<file path="src/design/pcg_pkg.sv">
// ----------------------------------------------------------------------------
// pcg_pkg
// Shared types, constants and the output permutation of the PCG generator.
// ----------------------------------------------------------------------------
`default_nettype none

package pcg_pkg;

	localparam logic [63:0] LCG_MULT     = 64'd6364136223846793005;
	localparam logic [63:0] DEFAULT_INCR = 64'd1442695040888963407;
	localparam int          FRAC_SHIFT   = 11;
	localparam int          DIV_STEPS    = 64;
	localparam int          DIV_CNT_W    = $clog2(DIV_STEPS);

	typedef enum logic [1:0] {
		CMD_RESEED  = 2'd0,
		CMD_RAW     = 2'd1,
		CMD_FRAC    = 2'd2,
		CMD_BOUNDED = 2'd3
	} command_t;

	typedef enum logic [2:0] {
		MUL_NONE,
		MUL_P0,
		MUL_P1,
		MUL_P2,
		MUL_P3
	} mul_op_t;

	typedef enum logic [1:0] {
		RES_ZERO,
		RES_RAW,
		RES_FRAC,
		RES_MOD
	} res_sel_t;

	typedef enum logic [3:0] {
		ST_IDLE,
		ST_RESEED_INIT,
		ST_ADD_SEED,
		ST_MUL0,
		ST_MUL1,
		ST_MUL2,
		ST_MUL3,
		ST_BCHK,
		ST_THR_LOAD,
		ST_THR_DIV,
		ST_THR_SAVE,
		ST_MOD_LOAD,
		ST_MOD_DIV,
		ST_FINISH
	} state_t;

	typedef struct packed {
		logic     cap_in;
		logic     reseed_init;
		logic     add_seed;
		mul_op_t  mul_op;
		logic     div_load_thr;
		logic     div_load_draw;
		logic     div_step;
		logic     thr_save;
		res_sel_t res_sel;
		logic     out_load;
	} dp_cmd_t;

	typedef struct packed {
		logic bound_bad;
		logic div_last;
		logic draw_ge_thr;
	} dp_sts_t;

	// xorshift then variable rotate, all in 64-bit arithmetic
	function automatic logic [63:0] pcg_perm(input logic [63:0] s);
		logic [63:0] x;
		logic [4:0]  rot;
		logic [4:0]  lrot;
		x    = ((s >> 18) ^ s) >> 27;
		rot  = s[63:59];
		lrot = 5'd0 - rot;
		return (x >> rot) | (x << lrot);
	endfunction

endpackage

`default_nettype wire

</file>
<file path="src/design/pcg_datapath.sv">
// ----------------------------------------------------------------------------
// pcg_datapath
// LCG state, shared 32x32 multiplier, bit-serial remainder unit and result reg.
// ----------------------------------------------------------------------------
`default_nettype none

module pcg_datapath import pcg_pkg::*; (
	input  wire logic               clk,
	input  wire logic               arst_n,
	input  wire logic               cfg_valid,
	input  wire logic               cfg_ready,
	input  wire logic        [63:0] seed,
	input  wire logic signed [31:0] bound,
	input  wire dp_cmd_t            cmd,
	output dp_sts_t                 sts,
	output logic             [63:0] value
);

	logic        [63:0] seed_q;
	logic        [63:0] state_q;
	logic        [63:0] incr_q;
	logic        [63:0] draw_q;
	logic        [63:0] pp_q;
	logic        [63:0] acc_q;
	logic signed [31:0] bound_q;
	logic        [63:0] dvd_q;
	logic        [30:0] rem_q;
	logic        [30:0] thr_q;
	logic [DIV_CNT_W-1:0] div_cnt_q;
	logic        [63:0] value_q;

	logic        [31:0] mul_a;
	logic        [31:0] mul_b;
	logic        [63:0] mul_p;
	logic        [30:0] m;
	logic        [31:0] trial;
	logic               trial_ge;
	logic        [63:0] res_d;

	assign m = bound_q[30:0];

	always_comb begin
		mul_a = state_q[31:0];
		mul_b = LCG_MULT[31:0];
		case (cmd.mul_op)
			MUL_P1: begin
				mul_a = state_q[63:32];
			end
			MUL_P2: begin
				mul_b = LCG_MULT[63:32];
			end
			default: begin
			end
		endcase
	end

	assign mul_p = mul_a * mul_b;

	// restoring remainder step, one dividend bit per cycle
	assign trial    = {rem_q, dvd_q[63]};
	assign trial_ge = trial >= {1'b0, m};

	always_comb begin
		case (cmd.res_sel)
			RES_RAW:  res_d = draw_q;
			RES_FRAC: res_d = draw_q >> FRAC_SHIFT;
			RES_MOD:  res_d = {33'd0, rem_q};
			default:  res_d = '0;
		endcase
	end

	always_ff @(posedge clk or negedge arst_n) begin
		if (!arst_n) begin
			seed_q  <= '0;
			state_q <= '0;
			incr_q  <= DEFAULT_INCR;
		end else begin
			if (cfg_valid && cfg_ready) begin
				seed_q <= seed;
			end
			if (cmd.reseed_init) begin
				state_q <= '0;
				incr_q  <= {seed_q[62:0], 1'b1};
			end else if (cmd.add_seed) begin
				state_q <= state_q + seed_q;
			end else if (cmd.mul_op == MUL_P3) begin
				state_q <= acc_q + {pp_q[31:0], 32'd0};
			end
		end
	end

	always_ff @(posedge clk) begin
		if (cmd.cap_in) begin
			bound_q <= bound;
		end
		case (cmd.mul_op)
			MUL_P0: begin
				pp_q   <= mul_p;
				draw_q <= pcg_perm(state_q);
			end
			MUL_P1: begin
				acc_q <= pp_q + incr_q;
				pp_q  <= mul_p;
			end
			MUL_P2: begin
				acc_q <= acc_q + {pp_q[31:0], 32'd0};
				pp_q  <= mul_p;
			end
			default: begin
			end
		endcase
		if (cmd.div_load_thr) begin
			dvd_q     <= 64'd0 - {33'd0, m};
			rem_q     <= '0;
			div_cnt_q <= '0;
		end else if (cmd.div_load_draw) begin
			dvd_q     <= draw_q;
			rem_q     <= '0;
			div_cnt_q <= '0;
		end else if (cmd.div_step) begin
			dvd_q     <= dvd_q << 1;
			rem_q     <= trial_ge ? 31'(trial - {1'b0, m}) : trial[30:0];
			div_cnt_q <= div_cnt_q + DIV_CNT_W'(1);
		end
		if (cmd.thr_save) begin
			thr_q <= rem_q;
		end
		if (cmd.out_load) begin
			value_q <= res_d;
		end
	end

	assign sts.bound_bad   = bound_q[31] || (bound_q == '0);
	assign sts.div_last    = div_cnt_q == DIV_CNT_W'(DIV_STEPS - 1);
	assign sts.draw_ge_thr = draw_q >= {33'd0, thr_q};
	assign value           = value_q;

endmodule

`default_nettype wire

</file>
<file path="src/design/pcg_ctrl.sv">
// ----------------------------------------------------------------------------
// pcg_ctrl
// Command sequencer: draw phases, reseed passes, rejection loop and handshakes.
// ----------------------------------------------------------------------------
`default_nettype none

module pcg_ctrl import pcg_pkg::*; (
	input  wire logic       clk,
	input  wire logic       arst_n,
	input  wire logic       in_valid,
	output logic            in_stall,
	input  wire logic [1:0] command,
	output logic            out_valid,
	input  wire logic       out_stall,
	input  wire dp_sts_t    sts,
	output dp_cmd_t         cmd
);

	state_t   state_q;
	state_t   state_d;
	command_t cmd_q;
	logic     pass_q;
	logic     out_valid_q;
	logic     out_free;

	assign out_free = !out_valid_q || !out_stall;

	always_comb begin
		state_d = state_q;
		case (state_q)
			ST_IDLE: begin
				if (in_valid) begin
					case (command_t'(command))
						CMD_RESEED:  state_d = ST_RESEED_INIT;
						CMD_BOUNDED: state_d = ST_BCHK;
						default:     state_d = ST_MUL0;
					endcase
				end
			end
			ST_RESEED_INIT: state_d = ST_MUL0;
			ST_ADD_SEED:    state_d = ST_MUL0;
			ST_MUL0:        state_d = ST_MUL1;
			ST_MUL1:        state_d = ST_MUL2;
			ST_MUL2:        state_d = ST_MUL3;
			ST_MUL3: begin
				case (cmd_q)
					CMD_RESEED:  state_d = pass_q ? ST_FINISH : ST_ADD_SEED;
					CMD_BOUNDED: state_d = sts.draw_ge_thr ? ST_MOD_LOAD : ST_MUL0;
					default:     state_d = ST_FINISH;
				endcase
			end
			ST_BCHK:     state_d = sts.bound_bad ? ST_FINISH : ST_THR_LOAD;
			ST_THR_LOAD: state_d = ST_THR_DIV;
			ST_THR_DIV: begin
				if (sts.div_last) begin
					state_d = ST_THR_SAVE;
				end
			end
			ST_THR_SAVE: state_d = ST_MUL0;
			ST_MOD_LOAD: state_d = ST_MOD_DIV;
			ST_MOD_DIV: begin
				if (sts.div_last) begin
					state_d = ST_FINISH;
				end
			end
			ST_FINISH: begin
				if (out_free) begin
					state_d = ST_IDLE;
				end
			end
			default: state_d = ST_IDLE;
		endcase
	end

	always_comb begin
		cmd          = '0;
		cmd.mul_op   = MUL_NONE;
		cmd.res_sel  = RES_ZERO;
		in_stall     = 1'b1;
		case (state_q)
			ST_IDLE: begin
				in_stall   = 1'b0;
				cmd.cap_in = in_valid;
			end
			ST_RESEED_INIT: cmd.reseed_init   = 1'b1;
			ST_ADD_SEED:    cmd.add_seed      = 1'b1;
			ST_MUL0:        cmd.mul_op        = MUL_P0;
			ST_MUL1:        cmd.mul_op        = MUL_P1;
			ST_MUL2:        cmd.mul_op        = MUL_P2;
			ST_MUL3:        cmd.mul_op        = MUL_P3;
			ST_THR_LOAD:    cmd.div_load_thr  = 1'b1;
			ST_THR_DIV:     cmd.div_step      = 1'b1;
			ST_THR_SAVE:    cmd.thr_save      = 1'b1;
			ST_MOD_LOAD:    cmd.div_load_draw = 1'b1;
			ST_MOD_DIV:     cmd.div_step      = 1'b1;
			ST_FINISH: begin
				cmd.out_load = out_free;
				case (cmd_q)
					CMD_RAW:     cmd.res_sel = RES_RAW;
					CMD_FRAC:    cmd.res_sel = RES_FRAC;
					CMD_BOUNDED: cmd.res_sel = sts.bound_bad ? RES_ZERO : RES_MOD;
					default:     cmd.res_sel = RES_ZERO;
				endcase
			end
			default: begin
			end
		endcase
	end

	always_ff @(posedge clk or negedge arst_n) begin
		if (!arst_n) begin
			state_q     <= ST_IDLE;
			cmd_q       <= CMD_RESEED;
			pass_q      <= 1'b0;
			out_valid_q <= 1'b0;
		end else begin
			state_q <= state_d;
			if (cmd.cap_in) begin
				cmd_q  <= command_t'(command);
				pass_q <= 1'b0;
			end else if (state_q == ST_ADD_SEED) begin
				pass_q <= 1'b1;
			end
			if (cmd.out_load) begin
				out_valid_q <= 1'b1;
			end else if (!out_stall) begin
				out_valid_q <= 1'b0;
			end
		end
	end

	assign out_valid = out_valid_q;

`ifndef ASSERT_OFF
	a_rose_from_finish: assert property (@(posedge clk) disable iff (!arst_n)
		$rose(out_valid_q) |-> $past(state_q == ST_FINISH))
		else $error("result became valid outside finish");

	a_div_step_states: assert property (@(posedge clk) disable iff (!arst_n)
		cmd.div_step |-> (state_q == ST_THR_DIV || state_q == ST_MOD_DIV))
		else $error("remainder step outside division states");

	a_accept_leaves_idle: assert property (@(posedge clk) disable iff (!arst_n)
		(in_valid && !in_stall) |=> (state_q != ST_IDLE))
		else $error("transfer accepted but sequencer stayed idle");

	a_mod_full_length: assert property (@(posedge clk) disable iff (!arst_n)
		(state_q == ST_MOD_DIV && state_d == ST_FINISH) |-> sts.div_last)
		else $error("remainder left before all dividend bits");

	a_no_overwrite: assert property (@(posedge clk) disable iff (!arst_n)
		(out_valid_q && out_stall) |-> !cmd.out_load)
		else $error("stalled result overwritten");
`endif

endmodule

`default_nettype wire

</file>
<file path="src/design/pcg_random_generator.sv">
// ----------------------------------------------------------------------------
// pcg_random_generator
// PCG-style generator: 64-bit LCG with a 64-bit XSH-RR style output.
// ----------------------------------------------------------------------------
// Usage:
//   input channel (in_valid/in_stall) carries command and bound; a transfer
//   happens when in_valid is high and in_stall low. One item is worked on at
//   a time; in_stall is low only while the sequencer is idle.
//   output channel (out_valid/out_stall) returns one value per item from an
//   output register, so the next item is taken while a result still waits.
//   seed is written over cfg_valid/cfg_ready (always ready); the user must
//   write it only while idle, which the block itself does not enforce.
// Per item, on the shared 32x32 multiplier and the bit-serial remainder unit:
//   a raw or fraction draw is an LCG step; a reseed is an init, an LCG step,
//   a seed add and an LCG step; a bounded draw is a threshold pass, an LCG
//   step per draw tried and a remainder pass; a bound <= 0 skips all of it.
// Reset clears the state to 0, the increment to its default and the seed
//   to 0. A stalled result holds; a finished item then waits in the
//   sequencer until the output register frees up.
// ----------------------------------------------------------------------------
`default_nettype none

module pcg_random_generator import pcg_pkg::*; (
	input  wire logic               clk,
	input  wire logic               arst_n,
	input  wire logic               in_valid,
	output logic                    in_stall,
	input  wire logic        [1:0]  command,
	input  wire logic signed [31:0] bound,
	output logic                    out_valid,
	input  wire logic               out_stall,
	output logic             [63:0] value,
	input  wire logic               cfg_valid,
	output logic                    cfg_ready,
	input  wire logic        [63:0] seed
);

	dp_cmd_t dp_cmd;
	dp_sts_t dp_sts;

	assign cfg_ready = 1'b1;

	pcg_ctrl u_ctrl (
		.clk       (clk),
		.arst_n    (arst_n),
		.in_valid  (in_valid),
		.in_stall  (in_stall),
		.command   (command),
		.out_valid (out_valid),
		.out_stall (out_stall),
		.sts       (dp_sts),
		.cmd       (dp_cmd)
	);

	pcg_datapath u_datapath (
		.clk       (clk),
		.arst_n    (arst_n),
		.cfg_valid (cfg_valid),
		.cfg_ready (cfg_ready),
		.seed      (seed),
		.bound     (bound),
		.cmd       (dp_cmd),
		.sts       (dp_sts),
		.value     (value)
	);

endmodule

`default_nettype wire

</file>
<file path="config.mk">
export PLATFORM = sky130hd
export DESIGN_NAME = pcg_random_generator
export DESIGN_NICKNAME = d
export VERILOG_FILES = /design/src/design/pcg_pkg.sv /design/src/design/pcg_datapath.sv /design/src/design/pcg_ctrl.sv /design/src/design/pcg_random_generator.sv
export SDC_FILE = /design/constraint.sdc
export NUM_CORES = 2
export LEC_CHECK = 0
export ABC_CLOCK_PERIOD_IN_PS = 12300
export BUFFER_PORTS_ARGS = -buffer_cell sky130_fd_sc_hd__buf_2
export CORE_MARGIN = 5
export CORE_UTILIZATION = 60
export CTS_CLUSTER_SIZE = 20
export DETAILED_ROUTE_END_ITERATION = 16
export PLACE_DENSITY_LB_ADDON = 0.1
export REMOVE_ABC_BUFFERS = 1
export SYNTH_ARGS = -nofsm -noshare
export SYNTH_HDL_FRONTEND = slang
export SYNTH_SLANG_ARGS = --single-unit
export TNS_END_PERCENT = 10
</file>
<file path="constraint.sdc">
create_clock -name clk -period 12.3 [get_ports clk]
set_clock_uncertainty 0.05 [all_clocks]
set_input_delay 1.23 -clock clk [delete_from_list [all_inputs] [get_ports clk]]
set_output_delay 1.23 -clock clk [all_outputs]
set_load 0.03 [all_outputs]
</file>
[Word-level counts from Yosys, hierarchy flattened]
Cells that the tools add are included.
Word-level totals
  logic and storage cells: 114
  output and inout port bits: 67
  bits of input ports: 103
  register bits after elaboration: 619
Cells by class
  equality and inequality tests: 30
  $mul: 1
  reductions and logical operators: 17
  $lt $le $gt $ge: 2
  multiplexer cells: 37
  shift operators: 2
  bitwise gates (word level): 2
  add/sub/neg operators: 7
Operators with widths (number)
  $mux 64: 6
  $add 64x64->64: 3
  $pmux 64 s3: 1
  $pmux 64 s2: 1
  $ge 64x31->1: 1
  $or 64x64->64: 1
  $shl 37x5->64: 1
  $shr 37x5->64: 1
  $xor 46x64->64: 1
  $mul 32x31->63: 1
  $pmux 4 s12: 1
  $ge 32x31->1: 1
  $logic_not 32->1: 1
  $mux 32: 1
  $sub 1x31->32 const A: 1
  $mux 31: 1
  $sub 31x31->31: 1
  $mux 29: 1
  $eq 4x4->1 const B: 6
  $mux 4: 6
  $eq 4x3->1 const B: 4
  $mux 1: 12
  $pmux 3 s4: 1
  $eq 2x2->1 const B: 5
  other kinds (25): 39

[Longest topological paths before layout]
  depth in word-level cells: 7
  mapped depth: 37
  depth with buffers taken out: 34

[By module]
A second synthesis with hierarchy kept.
Second synthesis, totals
  cells, all modules: 6525
  area, all modules: 62865.3 µm²
Modules (own cells, without submodules)
  pcg_datapath: sequential area each 17063.9 µm², cells each 6431, times used 1, area each 62115.8 µm²
  pcg_ctrl: sequential area each 200.2 µm², cells each 92, times used 1, area each 738.2 µm²
  pcg_random_generator: sequential area each 0.0 µm², cells each 2, times used 1, area each 11.3 µm²

[Worst setup path before layout]
OpenSTA, ideal clock, no wires.
  path type: register -> register
  from: register u_ctrl.state_q[3]
  to: register u_datapath.pp_q[61] (data pin)
  library setup time: 0.263 ns
  cell stages (with the launch flop): 29
  clock period less this slack: 10.276 ns
  data required time: 11.987 ns
  path slack: 2.024 ns
  data arrival time: 9.963 ns
  path buffers: 3
  cell sequence: dfrtp_1 nand2b_1 nor3_1 clkbuf_1 clkbuf_1 buf_1 mux2i_1 nor2_1 inv_1 fa_1 fa_1 fa_1 fa_1 inv_1 fa_1 fa_1 fa_1 fa_1 ha_1 a21o_1 a21o_1 a21o_1 or3_1 o311ai_1 nand2_1 a31oi_1 o21ai_1 a311oi_1 xnor2_1
On the way
  cells in the longest elaborated chain, start to end: 5
  elaborated cells on any way between the ends: 10
  those cells by class: mul (1); eq/ne (6); mux (3)
RTL lines
  start, declared: line pcg_ctrl.sv:19  | state_t state_q;
  start signal, assigned: line pcg_ctrl.sv:117  | state_q <= state_d;
  $eq 4x3->1 or $eq 4x2->1 (tied branches): line pcg_ctrl.sv:80  | case (state_q)
  $pmux 3 s4 *: line pcg_ctrl.sv:80
  $eq 3x2->1: line pcg_datapath.sv:45  | case (cmd.mul_op)
  $mux 32 or $mux 29 (tied branches): line pcg_datapath.sv:45
  $mul 32x31->63 *: line pcg_datapath.sv:57  | assign mul_p = mul_a * mul_b;
  named net u_datapath.mul_p[61]: line pcg_datapath.sv:34  | logic [63:0] mul_p;
  end signal, assigned: line pcg_datapath.sv:98  | pp_q <= mul_p;
  end signal, assigned: line pcg_datapath.sv:103  | pp_q <= mul_p;
  end signal, assigned: line pcg_datapath.sv:107  | pp_q <= mul_p;
  end, declared: line pcg_datapath.sv:23  | logic [63:0] pp_q;
Mark *: on every way through the listed nets, which the timed path passes. The rest lies on a longest branch.
A chain may end at the register's enable or synchronous reset.

[Worst setup path after layout]
  from: register u_ctrl.state_q[2]
  to: register u_datapath.pp_q[60] (data pin)
Same word-level chain as after synthesis.

==> results.ini <==
[setup_path]
cp_slowest_stage_delay_ns = 0.78
critPathLaunchType = flop
worstPathRequired_ns = 12.62
cp_num_buf_inv = 8
crit_top_cell = fa_1
cp.arrival_ns = 11.31
crit_type = flop to flop
worstPathMaxFanout = 65
critPathTopFamily = adder cells
crit_slowest_cell = dfrtp_1
endpoint_kind = flop

[timing]
rsz0062_at_grt = false
clock.fmax_ghz = 0.0910
finalSetupViolations = 0
min_period_ns = 10.99
hold_viol = 0
fin_crit_sh_pct = 89.3
maxSlewHeadroom_pct = 21.5
drv_slew = 0
worstMarginPinSlew_ns = 1.17

[die]
core_um2 = 102000
initial_core_util_pct = 60.6
io_pins = 170
die_x_um = 331
rows = 117
die_area_um2 = 110000
dieHeight_um = 331

[place]
hpwl_um = 164000
port-buffer-count = 168
gp_congestion = 1.01
dp_cells = 7786

[cts]
cts_resized = 0
clk_latency_ns = 0.64
cts.clk_slew.worst_paths_ns = 0.07
post_cts_buffers = 0
tritoncts = done
cts_buffer_depth = 3
cts-root-buf = clkbuf_16
cts_inserted_buffers = 66
clkSinkCount = 618
h-tree-depth = 3
hold_buffers = 0

[layout]
syn2layout_area_growth_pct = 7.29
final_nets = 7765
fillerInstances = 8488
fin_util_pct = 65.0
drive_gt1_share_pct = 9.59
layout_commonest_cell = inv_1
layout_common_cells = inv_1, ha_1, fa_1, nor2_1, nand2_1
final_cell_count_no_fill = 7911

[outcome]
status = complete, no violations

[synth]
ys_seq_elements = 618
ys_warn_count = 0
async_flop_share_pct = 32.2
synth_edf_count = 382
synth_cells = 6421
ys_types = 92
syn_area_um2 = 61900
synth.avg_cell_area_um2 = 9.65
synthFlopType = edfxtp_1
ys_seq_area_share_pct = 27.8

[drt]
drt-total-wl_um = 204000
vias_per_cell = 6.25
via_count = 49500
drtIter0Drc = 4670
drc = 0
dr.pass1.iters = 8
routedWlPerCell_um = 25.8
drtAntennaViolNets = 0

[global_routing]
antenna_found_initial = 6
grt_max_degree = 96
grt_overflow = 0
grt_pass1_vias = 50600
grt_util_all_layers_pct = 36.4
grt_pass1_wl_um = 307000

[job]
max-cap-violations = 0

[min_path]
hp-class = flop to flop

-- registers in the layout, summed over array words and instances (netlist names) --
register	count
u_datapath.thr_q	31
u_datapath.draw_q	64
u_datapath.dvd_q	64
u_datapath.rem_q	31
u_ctrl.pass_q	1
u_ctrl.state_q	4
u_ctrl.cmd_q	2
u_datapath.div_cnt_q	6
u_datapath.pp_q	63
u_ctrl.out_valid	1
u_datapath.acc_q	64
u_datapath.value	64
u_datapath.seed_q	64
u_datapath.bound_q	32
u_datapath.incr_q	63
u_datapath.state_q	64
-- through the flow --
stage	hold WS, ns	TNS, ns	worst slack, ns	instance area [um2]
floorplan	0.403	-74.21	-2.69	61000
global placement	0.428	0	1.39	64300
finish	0.437	0	1.31	66500
global route	0.463	0	0.730	66500
detailed placement	0.426	0	1.36	64300
CTS	0.431	0	1.29	66500
-- worst paths after layout --
check	startpoint	endpoint	slack, ns	depth (start not counted)
hold / removal	u_datapath.acc_q[10]	u_datapath.state_q[10]	0.44	2
hold reg to reg	u_datapath.acc_q[10]	u_datapath.state_q[10]	0.44	2
max in group asynchronous	arst_n	u_datapath.state_q[59]	10.26	2
setup / recovery	u_ctrl.state_q[2]	u_datapath.pp_q[60]	1.31	32
setup reg to reg	u_ctrl.state_q[2]	u_datapath.pp_q[60]	1.31	32
min in group asynchronous	arst_n	u_datapath.seed_q[4]	0.50	1
-- cell usage after synthesis (24+ instances only) --
master / number / area (um2)
inv_1: 896 / 3360
ha_1: 637 / 7970
fa_1: 539 / 10800
nor2_1: 467 / 1750
nand2_1: 447 / 1680
o21ai_0: 402 / 2010
a21oi_1: 388 / 1940
edfxtp_1: 382 / 11500
clkbuf_1: 234 / 878
dfrtp_1: 165 / 4130
xnor2_1: 164 / 1440
mux2_2: 159 / 1790
mux2i_1: 150 / 1500
a21o_1: 142 / 1070
xor2_1: 115 / 1010
nand3_1: 86 / 430
nor3_1: 72 / 360
nand4_1: 70 / 438
a211oi_1: 49 / 368
o21bai_1: 45 / 338
and2_1: 41 / 257
o221ai_1: 38 / 333
a31oi_1: 37 / 231
dfxtp_1: 37 / 741
o211ai_1: 37 / 278
a22oi_1: 36 / 270
a222oi_1: 35 / 350
o21a_1: 35 / 263
dfstp_2: 34 / 893
a22o_1: 33 / 289
nand2b_1: 31 / 194
nor2b_1: 31 / 194
buf_1: 30 / 113
or3_1: 29 / 181
and3_1: 28 / 175
or2_2: 26 / 163
o31ai_1: 24 / 180
-- worst reg2reg max path: cells and delay by family (launching register included) --
kind            cells  cell delay (ns)
mux                 1             0.66
xor+xnor            1             0.17
compound gates      8             2.43
buf+inv             8             1.26
flops               1             0.78
simple gates        5             1.59
fa+ha+maj           9             3.78
-- cell type report --
cell class	instances	area (um2)	area share, %
clock inverter	32	349	0.525
inverter	905	3400	5.11
clock buffer	89	1800	2.71
tap	1368	1710	2.58
antenna	4	10.0	0.0151
multi-input combinational	4649	40500	61.0
timing repair buffer	246	1450	2.18
sequential	618	17200	25.9
-- cells by family after synthesis --
| kind of cell | Yosys count | synth area share, % |
|---|---|---|
| simple gates | 1399 | 10.3 |
| buf+inv | 1184 | 7.21 |
| compound gates | 1443 | 14.7 |
| xor+xnor | 279 | 3.94 |
| fa+ha+maj | 1176 | 30.3 |
| mux | 320 | 5.71 |
| other cells | 2 | 0.0121 |
| flops | 618 | 27.8 |
-- routing by layer --
metal	GRT usage (%)	vias to the layer above	share of wire (%)
li1	-	22300	-
met1	43.9	24200	37
met2	62.3	2231	48
met3	4.25	679	6.3
met4	23.3	2	8.0
met5	0	-	0.0069
Power is not shown: default switching activity piles up to over one toggle a cycle in this logic, so the estimate is an artifact.
